<file path="config.mk">
export PLATFORM = sky130hd
export DESIGN_NAME = adc_ladder_key_scanner
export DESIGN_NICKNAME = d
export VERILOG_FILES = /design/src/sv/akb_pkg.sv /design/src/sv/akb_evq.sv /design/src/sv/akb_core.sv /design/src/sv/adc_ladder_key_scanner.sv
export SDC_FILE = /design/constraint.sdc
export NUM_CORES = 1
export LEC_CHECK = 0
export BUFFER_PORTS_ARGS = -buffer_cell sky130_fd_sc_hd__buf_2
export CORE_ASPECT_RATIO = 0.6
export CORE_MARGIN = 3
export CORE_UTILIZATION = 58
export CTS_CLUSTER_DIAMETER = 30
export CTS_CLUSTER_SIZE = 20
export DETAILED_ROUTE_END_ITERATION = 7
export GPL_TIMING_DRIVEN = 0
export PLACE_DENSITY = 0.79
export SLEW_MARGIN = 30
export SYNTH_ARGS = -nofsm -noshare
export SYNTH_HDL_FRONTEND = slang
export SYNTH_SLANG_ARGS = --single-unit
</file>
<file path="constraint.sdc">
create_clock -name clk -period 7.9 [get_ports clk]
set_clock_uncertainty 0.1 [all_clocks]
set_input_delay 2.37 -clock clk [delete_from_list [all_inputs] [get_ports clk]]
set_output_delay 2.37 -clock clk [all_outputs]
set_load 0.03 [all_outputs]
</file>
<file path="src/sv/akb_pkg.sv">
// Shared types and constants for the ladder ADC key scanner.
// Holds the ladder table, configuration register indexes and event types.
// No dependencies.
package akb_pkg;

  localparam int LADDER_N   = 8;
  localparam int MAX_EVENTS = 4;
  localparam int VOLT_W     = 10;
  localparam int CODE_W     = 8;
  localparam int HOLD_W     = 9;

  localparam logic [CODE_W-1:0] KEY_NONE  = 8'd0;
  localparam logic [CODE_W-1:0] SLEEP_KEY = 8'd62;

  // Ladder voltages and the key codes they map to, in search order.
  localparam logic [VOLT_W-1:0] LADDER_VOLT [LADDER_N] = '{
    10'd535, 10'd435, 10'd321, 10'd111, 10'd8, 10'd721, 10'd220, 10'd626
  };
  localparam logic [CODE_W-1:0] LADDER_CODE [LADDER_N] = '{
    8'd28, 8'd102, 8'd103, 8'd108, 8'd105, 8'd106, 8'd59, 8'd158
  };

  typedef enum logic [2:0] {
    CFG_MATCH_TOL   = 3'd0,
    CFG_SAMPLE_INT  = 3'd1,
    CFG_LONG_PRESS  = 3'd2,
    CFG_SHORT_PRESS = 3'd3,
    CFG_SLEEP_EN    = 3'd4
  } akb_cfg_idx_t;

  typedef struct packed {
    logic [7:0] match_tolerance;
    logic [3:0] sample_interval;
    logic [7:0] long_press_ticks;
    logic [7:0] short_press_ticks;
    logic       sleep_key_enable;
  } akb_cfg_t;

  typedef struct packed {
    logic [CODE_W-1:0] code;
    logic              down;
  } akb_event_t;

  typedef struct packed {
    akb_event_t [MAX_EVENTS-1:0] ev;
    logic [2:0]                  count;
  } akb_bundle_t;

endpackage

</file>
<file path="src/sv/akb_evq.sv">
// Event buffer: holds the events of one scan tick and hands them out one per cycle while out_ready is high.
// Depends on akb_pkg.
module akb_evq (
  input  logic                clk,
  input  logic                rst_n,
  input  logic                load,
  input  akb_pkg::akb_bundle_t bundle,
  output logic                free,
  output logic                out_valid,
  input  logic                out_ready,
  output logic [7:0]          out_key_code,
  output logic                out_key_down,
  output logic                out_last_event
);
  import akb_pkg::*;

  akb_bundle_t bun_r;
  logic        bun_valid_r, bun_valid_nxt;
  logic [1:0]  idx_r, idx_nxt;
  logic        pop;
  logic        last;

  assign pop  = bun_valid_r && out_ready;
  assign last = {1'b0, idx_r} == (bun_r.count - 3'd1);
  assign free = !bun_valid_r || (pop && last);

  assign out_valid      = bun_valid_r;
  assign out_key_code   = bun_r.ev[idx_r].code;
  assign out_key_down   = bun_r.ev[idx_r].down;
  assign out_last_event = last;

  always_comb begin
    bun_valid_nxt = bun_valid_r;
    idx_nxt       = idx_r;
    if (load) begin
      bun_valid_nxt = 1'b1;
      idx_nxt       = 2'd0;
    end else if (pop && last) begin
      bun_valid_nxt = 1'b0;
    end else if (pop) begin
      idx_nxt = idx_r + 2'd1;
    end
  end

  always_ff @(posedge clk) begin
    if (!rst_n) begin
      bun_valid_r <= 1'b0;
      idx_r       <= 2'd0;
    end else begin
      bun_valid_r <= bun_valid_nxt;
      idx_r       <= idx_nxt;
    end
  end

  always_ff @(posedge clk) begin
    if (load) begin
      bun_r <= bundle;
    end
  end

`ifndef SYNTH
  a_count_nonzero: assert property (@(posedge clk) disable iff (!rst_n)
    bun_valid_r |-> (bun_r.count != 3'd0))
    else $error("event buffer holds an empty bundle");

  a_idx_in_range: assert property (@(posedge clk) disable iff (!rst_n)
    bun_valid_r |-> ({1'b0, idx_r} < bun_r.count))
    else $error("event index beyond bundle count");

  a_load_only_free: assert property (@(posedge clk) disable iff (!rst_n)
    load |-> free)
    else $error("bundle loaded over undelivered events");

  a_drain_clears: assert property (@(posedge clk) disable iff (!rst_n)
    (pop && last && !load) |=> !bun_valid_r)
    else $error("buffer still valid after last event taken");
`endif

endmodule

</file>
<file path="src/sv/akb_core.sv">
// Scan core: input register, tick/settle/held-key/power-hold state and the
// one-pass evaluation that turns a tick into a bundle of events. Depends on akb_pkg.
module akb_core #(
  parameter int ADC_BITS = 10
) (
  input  logic                 clk,
  input  logic                 rst_n,
  input  akb_pkg::akb_cfg_t    cfg,
  input  logic                 in_valid,
  output logic                 in_ready,
  input  logic [ADC_BITS-1:0]  in_adc_sample,
  input  logic                 in_power_pressed,
  input  logic                 evq_free,
  output logic                 evq_load,
  output akb_pkg::akb_bundle_t evq_bundle
);
  import akb_pkg::*;

  localparam int LW = ((ADC_BITS > VOLT_W) ? ADC_BITS : VOLT_W) + 1;

  // Input register
  logic                inq_valid_r, inq_valid_nxt;
  logic [ADC_BITS-1:0] sample_r;
  logic                power_r;
  logic                accept, advance;

  // Scan state
  logic [3:0]          phase_r, phase_nxt;
  logic [1:0]          settle_r, settle_nxt;
  logic [CODE_W-1:0]   held_r, held_nxt;
  logic [HOLD_W-1:0]   hold_r, hold_nxt;

  logic                evaluate;
  logic [LADDER_N-1:0] match;
  logic [CODE_W-1:0]   lookup_code;
  logic [CODE_W-1:0]   code;
  akb_event_t          adc_ev [2];
  akb_event_t          pwr_ev [2];
  logic [2:0]          na, np;
  logic [HOLD_W-1:0]   hold_inc;
  logic                hit_long, hit_double;
  logic [2:0]          slot_rel;

  assign in_ready = !inq_valid_r || evq_free;
  assign accept   = in_valid && in_ready;
  assign advance  = inq_valid_r && evq_free;

  // Ladder compare: one distance check per rung, all in parallel.
  always_comb begin
    logic [LW-1:0] s;
    logic [LW-1:0] v;
    logic [LW-1:0] d;
    s = LW'(sample_r);
    for (int i = 0; i < LADDER_N; i++) begin
      v = LW'(LADDER_VOLT[i]);
      d = (s > v) ? (s - v) : (v - s);
      match[i] = d < LW'(cfg.match_tolerance);
    end
  end

  // First matching rung in table order wins.
  always_comb begin
    lookup_code = KEY_NONE;
    for (int i = LADDER_N - 1; i >= 0; i--) begin
      if (match[i]) begin
        lookup_code = LADDER_CODE[i];
      end
    end
  end

  // ADC path: phase counter, settle skip, press/release on key change.
  always_comb begin
    evaluate   = !(({1'b0, phase_r} + 5'd1) < {1'b0, cfg.sample_interval});
    phase_nxt  = evaluate ? 4'd0 : (phase_r + 4'd1);
    settle_nxt = settle_r;
    held_nxt   = held_r;
    code       = KEY_NONE;
    na         = 3'd0;
    adc_ev[0]  = '{code: held_r, down: 1'b0};
    adc_ev[1]  = '{code: lookup_code, down: 1'b1};
    if (evaluate) begin
      if (settle_r == 2'd0) begin
        settle_nxt = 2'd1;
      end else begin
        code       = lookup_code;
        settle_nxt = 2'd2;
      end
      if (code != KEY_NONE) begin
        if (held_r == KEY_NONE) begin
          adc_ev[0] = '{code: code, down: 1'b1};
          na        = 3'd1;
        end else if (held_r != code) begin
          na = 3'd2;
        end
        held_nxt = code;
      end else if (held_r != KEY_NONE) begin
        na         = 3'd1;
        settle_nxt = 2'd0;
        held_nxt   = KEY_NONE;
      end
    end
  end

  // Power pin: hold counter, long press, auto release, short-press sleep pulse.
  always_comb begin
    hold_inc   = hold_r + 9'd1;
    hit_long   = hold_inc == {1'b0, cfg.long_press_ticks};
    hit_double = hold_inc == {cfg.long_press_ticks, 1'b0};
    hold_nxt   = hold_r;
    np         = 3'd0;
    pwr_ev[0]  = '{code: SLEEP_KEY, down: 1'b1};
    pwr_ev[1]  = '{code: SLEEP_KEY, down: 1'b0};
    if (power_r) begin
      hold_nxt = hit_double ? '0 : hold_inc;
      if (hit_long && hit_double) begin
        np = 3'd2;
      end else if (hit_long) begin
        np = 3'd1;
      end else if (hit_double) begin
        pwr_ev[0] = '{code: SLEEP_KEY, down: 1'b0};
        np        = 3'd1;
      end
    end else if (hold_r > {1'b0, cfg.short_press_ticks}) begin
      hold_nxt = '0;
      if (cfg.sleep_key_enable) begin
        np = 3'd2;
      end
    end
  end

  // Pack ADC events first, power events after them.
  always_comb begin
    slot_rel = 3'd0;
    evq_bundle.count = na + np;
    for (int k = 0; k < MAX_EVENTS; k++) begin
      slot_rel = 3'(k) - na;
      if (3'(k) < na) begin
        evq_bundle.ev[k] = adc_ev[1'(k)];
      end else begin
        evq_bundle.ev[k] = pwr_ev[slot_rel[0]];
      end
    end
  end

  assign evq_load = advance && (evq_bundle.count != 3'd0);

  always_comb begin
    inq_valid_nxt = inq_valid_r;
    if (accept) begin
      inq_valid_nxt = 1'b1;
    end else if (advance) begin
      inq_valid_nxt = 1'b0;
    end
  end

  always_ff @(posedge clk) begin
    if (!rst_n) begin
      inq_valid_r <= 1'b0;
      phase_r     <= '0;
      settle_r    <= '0;
      held_r      <= KEY_NONE;
      hold_r      <= '0;
    end else begin
      inq_valid_r <= inq_valid_nxt;
      if (advance) begin
        phase_r  <= phase_nxt;
        settle_r <= settle_nxt;
        held_r   <= held_nxt;
        hold_r   <= hold_nxt;
      end
    end
  end

  always_ff @(posedge clk) begin
    if (accept) begin
      sample_r <= in_adc_sample;
      power_r  <= in_power_pressed;
    end
  end

`ifndef SYNTH
  a_settle_range: assert property (@(posedge clk) disable iff (!rst_n)
    settle_r != 2'd3)
    else $error("settle count out of range");

  a_held_needs_settle: assert property (@(posedge clk) disable iff (!rst_n)
    (held_r != KEY_NONE) |-> (settle_r == 2'd2))
    else $error("key held without a settled evaluation");

  a_state_frozen_idle: assert property (@(posedge clk) disable iff (!rst_n)
    !advance |=> ($stable(hold_r) && $stable(held_r) && $stable(phase_r)))
    else $error("scan state moved without a tick");
`endif

endmodule

</file>
<file path="src/sv/adc_ladder_key_scanner.sv">
// Top level of the resistor-ladder ADC key scanner with power-button hold timer.
// Holds the configuration registers; depends on akb_pkg, akb_core and akb_evq.
//
// Each request on the in_ channel is one scan tick. It lands in an input
// register, is evaluated in one pass against the ladder table and the power
// hold counter once the event buffer is free, and its events (zero to four)
// are written to a one-bundle event buffer. Events leave on the out_ channel
// one per cycle while out_ready is high, ADC events first then power events,
// with out_last_event marking the final event of a tick. A tick passes the
// input register and then the event buffer before out_valid rises. While
// out_ready stays high, ticks that give no event or one event sustain one
// tick per cycle; a tick with several events occupies the event buffer until
// its last event is taken, since the buffer delivers a single event per
// cycle, and the next tick waits in the input register meanwhile. Configuration
// is written through cfg_we, cfg_index and cfg_wdata (index 0 tolerance, 1
// interval, 2 long press, 3 short press, 4 sleep enable); write only while the
// block is idle.
module adc_ladder_key_scanner #(
  parameter int ADC_BITS = 10
) (
  input  logic                clk,
  input  logic                rst_n,
  input  logic                cfg_we,
  input  logic [2:0]          cfg_index,
  input  logic [7:0]          cfg_wdata,
  input  logic                in_valid,
  output logic                in_ready,
  input  logic [ADC_BITS-1:0] in_adc_sample,
  input  logic                in_power_pressed,
  output logic                out_valid,
  input  logic                out_ready,
  output logic [7:0]          out_key_code,
  output logic                out_key_down,
  output logic                out_last_event
);
  import akb_pkg::*;

  akb_cfg_t    cfg_r, cfg_nxt;
  akb_bundle_t bundle;
  logic        evq_load;
  logic        evq_free;

  // Register file: decode the index, drop writes to unused indexes.
  always_comb begin
    cfg_nxt = cfg_r;
    if (cfg_we) begin
      case (cfg_index)
        CFG_MATCH_TOL:   cfg_nxt.match_tolerance   = cfg_wdata;
        CFG_SAMPLE_INT:  cfg_nxt.sample_interval   = cfg_wdata[3:0];
        CFG_LONG_PRESS:  cfg_nxt.long_press_ticks  = cfg_wdata;
        CFG_SHORT_PRESS: cfg_nxt.short_press_ticks = cfg_wdata;
        CFG_SLEEP_EN:    cfg_nxt.sleep_key_enable  = cfg_wdata[0];
        default:         cfg_nxt = cfg_r;
      endcase
    end
  end

  always_ff @(posedge clk) begin
    if (!rst_n) begin
      cfg_r.match_tolerance   <= 8'd50;
      cfg_r.sample_interval   <= 4'd5;
      cfg_r.long_press_ticks  <= 8'd100;
      cfg_r.short_press_ticks <= 8'd2;
      cfg_r.sleep_key_enable  <= 1'b1;
    end else begin
      cfg_r <= cfg_nxt;
    end
  end

  // Evaluate ticks and keep the scan state.
  akb_core #(
    .ADC_BITS(ADC_BITS)
  ) u_core (
    .clk             (clk),
    .rst_n           (rst_n),
    .cfg             (cfg_r),
    .in_valid        (in_valid),
    .in_ready        (in_ready),
    .in_adc_sample   (in_adc_sample),
    .in_power_pressed(in_power_pressed),
    .evq_free        (evq_free),
    .evq_load        (evq_load),
    .evq_bundle      (bundle)
  );

  // Hold the bundle and drain it one event per cycle while out_ready is high.
  akb_evq u_evq (
    .clk           (clk),
    .rst_n         (rst_n),
    .load          (evq_load),
    .bundle        (bundle),
    .free          (evq_free),
    .out_valid     (out_valid),
    .out_ready     (out_ready),
    .out_key_code  (out_key_code),
    .out_key_down  (out_key_down),
    .out_last_event(out_last_event)
  );

endmodule

</file>
-- Word level (Yosys, flattened, before mapping)
Cells that the tools add are included.
- register bits after elaboration: 106
- output and inout bits: 12
- logic and storage cells: 188
- add/subtract/negate cells: 26
- order comparisons: 27
- equal/unequal tests: 8
- muxes and demuxes: 67
- bitwise operators: 7
- reduce and logical (&&, ||, !) cells: 30
- operators by type and width (kind ; number):
    $mux W9 ; 26
    $mux W8 ; 12
    $lt A11 B8 Y1 ; 8
    $mux W11 ; 8
    $sub A10 B10 Y11 const A ; 3
    $sub A10 B10 Y11 const B ; 3
    $gt A10 B10 Y1 const B ; 3
    $sub A10 B9 Y11 const B ; 2
    $sub A9 B10 Y11 const A ; 2
    $mux W3 ; 7
    $gt A10 B9 Y1 const B ; 2
    $bmux W9 S2 ; 1
    $reduce_and A2 Y1 ; 8
    $reduce_bool A8 Y1 ; 2
    $sub A10 B4 Y11 const B ; 1
    $sub A10 B7 Y11 const B ; 1
    $sub A10 B8 Y11 const B ; 1
    $sub A4 B10 Y11 const A ; 1
    $sub A7 B10 Y11 const A ; 1
    $sub A8 B10 Y11 const A ; 1
    $gt A10 B4 Y1 const B ; 1
    $gt A10 B7 Y1 const B ; 1
    $gt A10 B8 Y1 const B ; 1
    $mux W2 ; 5
    other kinds (34) ; 64

-- Longest topological paths before layout
- depth in word-level cells: 24
- mapped depth: 31
- depth with buffers taken out: 28

-- Cells and area by module
From an unflattened synthesis, not the netlist that was laid out.
- cell total of the unflattened synthesis: 1069
- area total of the unflattened synthesis: 9497.9 um^2
- modules (own cells, without submodules) (module ; instances ; cells an instance ; area an instance (um^2)):
    akb_core ; 1 ; 872 ; 6661.4
    akb_evq ; 1 ; 81 ; 1661.6
    adc_ladder_key_scanner ; 1 ; 116 ; 1174.9

-- Worst setup path before layout
No wires, ideal clock.
- path type: reg2reg
- start point: register u_core.sample_r[2]
- end point: register u_evq.bun_r[0] (netlist name), enable pin
- setup time: 402 ps
- arrival time: 6998 ps
- data required time: 7398 ps
- path slack: 400 ps
- stages on the path, launching flop included: 26
- path buffers: 1
- period minus slack after synthesis: 7500 ps
- cell sequence: edfxtp_1 -> buf_1 -> inv_1 -> ha_1 -> a21oi_1 -> o21ai_1 -> a41oi_1 -> nor2_1 -> mux2i_1 -> xnor2_1 -> ha_1 -> a21o_1 -> a221oi_1 -> o21ai_0 -> a211oi_1 -> nor2_1 -> o211ai_1 -> nand3_1 -> ha_1 -> inv_1 -> nand2_1 -> inv_1 -> ha_1 -> fa_1 -> nor3_1 -> nor2_1
- RTL lines (what ; line ; RTL):
    from (decl) ; akb_core.sv:23 ; logic [ADC_BITS-1:0] sample_r;
    from (signal assigned) ; akb_core.sv:176 ; sample_r <= in_adc_sample;
    to (signal assigned) ; akb_evq.sv:57 ; bun_r <= bundle;
    to (decl) ; akb_evq.sv:17 ; akb_bundle_t bun_r;

==> reports/summary.json <==
{
  "outcome": {
    "run_status": "finished, final reports clean"
  },
  "critical_path": {
    "criticalPathCategory": "reg -> reg",
    "required_ps": 7800,
    "critical_path.most_common_cell": "ha_1",
    "startpoint_type": "flip-flop",
    "cp_data_arrival_time_ps": 7410,
    "path_max_fanout": 12,
    "max_stage_delay_ps": 550,
    "critPathSlowestCell": "fa_1",
    "timing.critical_path.to_type": "flip-flop"
  },
  "finish": {
    "design.final.nets": 1252,
    "area.growth.synth_to_final_pct": 11.0,
    "post_layout_nonfiller_instances": 1320,
    "layout-drive-gt1-share": 0.119,
    "antenna_diode_count": 0
  },
  "clock_tree": {
    "cts_buffers": 9,
    "cts.reportedPaths.clkPinSlew_ps": 70,
    "tritoncts": "yes",
    "cts.path.max_buffers": 2,
    "cts_hold_repair.buffers": 0,
    "cts_max_level": 3,
    "clock_latency_ps": 340,
    "cts.root.buffer_cell": "clkbuf_16",
    "cts_num_sinks": 89
  },
  "timing": {
    "final_hold_viol_count": 0,
    "timing.hold.ws_ps": 357,
    "relSlewSlack": 0.402,
    "fin_tns_setup_ps": 0,
    "layout_worst_path_cycle_share": 0.951,
    "worst-slew-pin-transition_ps": 897,
    "finalSetupViolations": 0,
    "maxSlewViolCount": 0,
    "maximum_clock_frequency_mhz": 133,
    "fin_crit_ps": 7510
  },
  "power": {
    "max-vdd-ir-drop_uv": 86.2,
    "leakagePower_nw": 3.75,
    "powerDensity_nw_per_um2": 140
  },
  "die": {
    "io-pin-count": 39,
    "floorplan.initialDensity": 0.611,
    "num_rows": 33,
    "core_um2": 14100,
    "die-width_um": 163,
    "floorplan_die_height_um": 100,
    "floorplan.die_area_um2": 16400
  },
  "detailed_routing": {
    "drt_first_pass_iters": 6,
    "initialDrtViolationCount": 881,
    "drc": 0,
    "drt-total-wl_um": 26900,
    "ant_nets": 0,
    "post_drt_via_cell_ratio": 6.44,
    "wire_per_inst_um": 20.4,
    "dr_total_vias": 8496
  },
  "global_route": {
    "met1_demand_to_capacity_share_in_global_routing": 0.508,
    "maximum_number_of_pins_on_one_net_before_global_route_repair": 16,
    "grt_overflow_total": 0,
    "met2_usage": 0.433,
    "global_route.peak_usage_layer": "met1",
    "first_global_vias": 7674,
    "grt_antenna_before_repair": 0,
    "grt_util_met3": 0.129,
    "grt_pass1_wl_um": 42300,
    "grt_util_all_layers": 0.329
  },
  "logic_synthesis": {
    "synth-main-ff-cell": "dfxtp_1",
    "syn-instance-count": 1067,
    "syn_avg_cell_area_um2": 8.06,
    "ys_types": 87,
    "synth_seq_area_share": 0.246,
    "synth_seq_cells": 89,
    "synth.net_count": 1196,
    "synth_edf_count": 33,
    "asyncSetResetFlopFracSynth": 0,
    "syn-cell-area_um2": 8600,
    "yosysWarnings": 0
  },
  "hold_path": {
    "worstHoldPathType": "reg -> reg"
  },
  "flow_run": {
    "timing.max_cap.violations": 0
  },
  "placed_design": {
    "hpwl_after_dpl_um": 20600,
    "placedCellCount": 1296,
    "place_congestion": 1.03,
    "port_buffers": 37
  }
}
-- report_power, final --
group          total (mW)  leakage, nW  switching, mW  internal [mW]
Combinational       0.415         2.89          0.260          0.155
Sequential          0.493        0.724        0.00891          0.484
Clock               0.429        0.137          0.184          0.245
-- cells in the mapped netlist, drive strengths merged, types with 6 or more instances --
| library cell | n | area (µm²) |
|---|---|---|
| a211o | 8 | 70.1 |
| a211oi | 8 | 60.1 |
| a21boi | 11 | 82.6 |
| a21o | 12 | 90.1 |
| a21oi | 94 | 485 |
| a22oi | 7 | 52.6 |
| a2bb2oi | 6 | 52.6 |
| a31oi | 16 | 100 |
| and2 | 11 | 68.8 |
| and3 | 14 | 87.6 |
| buf | 19 | 96.3 |
| clkbuf | 35 | 133 |
| dfxtp | 56 | 1120 |
| edfxtp | 33 | 991 |
| ha | 101 | 1260 |
| inv | 49 | 184 |
| mux2 | 6 | 67.6 |
| mux2i | 26 | 260 |
| nand2 | 125 | 469 |
| nand2b | 11 | 68.8 |
| nand3 | 32 | 160 |
| nand4 | 12 | 90.1 |
| nor2 | 81 | 304 |
| nor2b | 18 | 113 |
| nor3 | 29 | 145 |
| nor4 | 6 | 65.1 |
| o211ai | 12 | 90.1 |
| o21a | 10 | 75.1 |
| o21ai | 48 | 240 |
| xnor2 | 52 | 463 |
| xor2 | 24 | 210 |
-- path summary, 6_finish.rpt --
path                                              startpoint                             to  slack, ps  depth (start not counted)
worst min register to register         cfg_r[3]$_SDFFE_PN0P_          cfg_r[3]$_SDFFE_PN0P_        360                          2
worst max-delay path            u_core.sample_r[1]$_DFFE_PP_  u_evq.bun_r[24]$_SDFFCE_PN1P_        390                         29
worst min-delay path                   cfg_r[3]$_SDFFE_PN0P_          cfg_r[3]$_SDFFE_PN0P_        360                          2
worst max register to register  u_core.sample_r[1]$_DFFE_PP_  u_evq.bun_r[24]$_SDFFCE_PN1P_        390                         29
-- metal layers --
metal / wire, µm / vias to the layer above
li1: - / 3989
met1: 12500 / 3962
met2: 10100 / 503
met3: 4020 / 42
met4: 319 / 0
met5: 0 / -
-- worst max-delay path, delay by kind of cell, from the launching register on --
kind            cells  cell delay (ps)
compound gates      6             1490
fa+ha+maj           5             1650
buf+inv             7             1250
flops               1              510
mux                 1              330
simple gates       10             1830
-- cells by family after synthesis --
logic type | Yosys count | share of synthesized area
AO/OA/AOI/OAI | 291 | 0.225
multiplexers | 32 | 0.0381
AND/OR/NAND/NOR | 372 | 0.215
adder cells (fa/ha/maj) | 102 | 0.149
buffers and inverters | 105 | 0.0489
XOR/XNOR | 76 | 0.0783
flip-flops | 89 | 0.246
-- what timing repair did --
action                     CTS  global route
pin swaps                    1             2
resized for setup           19            15
gates cloned                 1             0
setup endpoints to repair   37            25
setup buffers                0             8
-- final cells by class --
cell class | count | area [µm²]
inverters | 51 | 196
repair buffers | 45 | 258
multi-input cells | 874 | 6210
clock buffers | 9 | 225
clock inverters | 7 | 70.1
fillers | 1209 | 4540
plain buffers | 53 | 233
well taps | 192 | 240
flip-flops and latches | 89 | 2110
-- state kept, by name, summed over array words and instances (netlist names) --
signal and cells:
cfg_r 29, u_evq.bun_r 22, u_core.sample_r 10, u_core.hold_r 9
u_core.held_r 8, u_core.phase_r 4, u_core.settle_r 2, u_evq.idx_r 2
u_core.inq_valid_r 1, u_core.power_r 1, u_evq.out_valid 1
-- layout by cell type, fill, tap and decap left out, drive strengths merged, types with 6 or more instances in the layout --
cell type  netlist  routed
a21oi           94      94
a21o            12      12
a2bb2oi          6       6
o211ai          12      12
nand4           12      12
nand2b          11      11
nor4             6       6
xor2            24      24
clkinv           2       6
clkbuf          35      43
mux2i           26      26
and3            14      14
nand2          125     125
a211o            8       8
a211oi           8       8
a31oi           16      16
inv             49      48
nor2b           18      18
buf             19      64
a21boi          11      11
nor3            29      29
nand3           32      32
nor2            81      82
a22oi            7       7
o21ai           48      48
dfxtp           56      56
mux2             6       6
xnor2           52      52
and2            11      11
edfxtp          33      33
o21a            10      10
ha             101     101
-- through the flow --
stage / instance area, µm² / util / setup slack [ps] / total power, mW
final: 9540 / 0.678 / 386 / 1.34
after CTS: 9420 / 0.669 / 4.04 / 1.31
after floorplan: 8600 / - / 400 / 0.776
after detailed placement: 9040 / 0.642 / -1130 / 0.883
after global placement: 9030 / 0.641 / -1940 / 0.875
after global routing: 9540 / 0.678 / -13.4 / 1.39
Power figures use the tool's default switching activity.
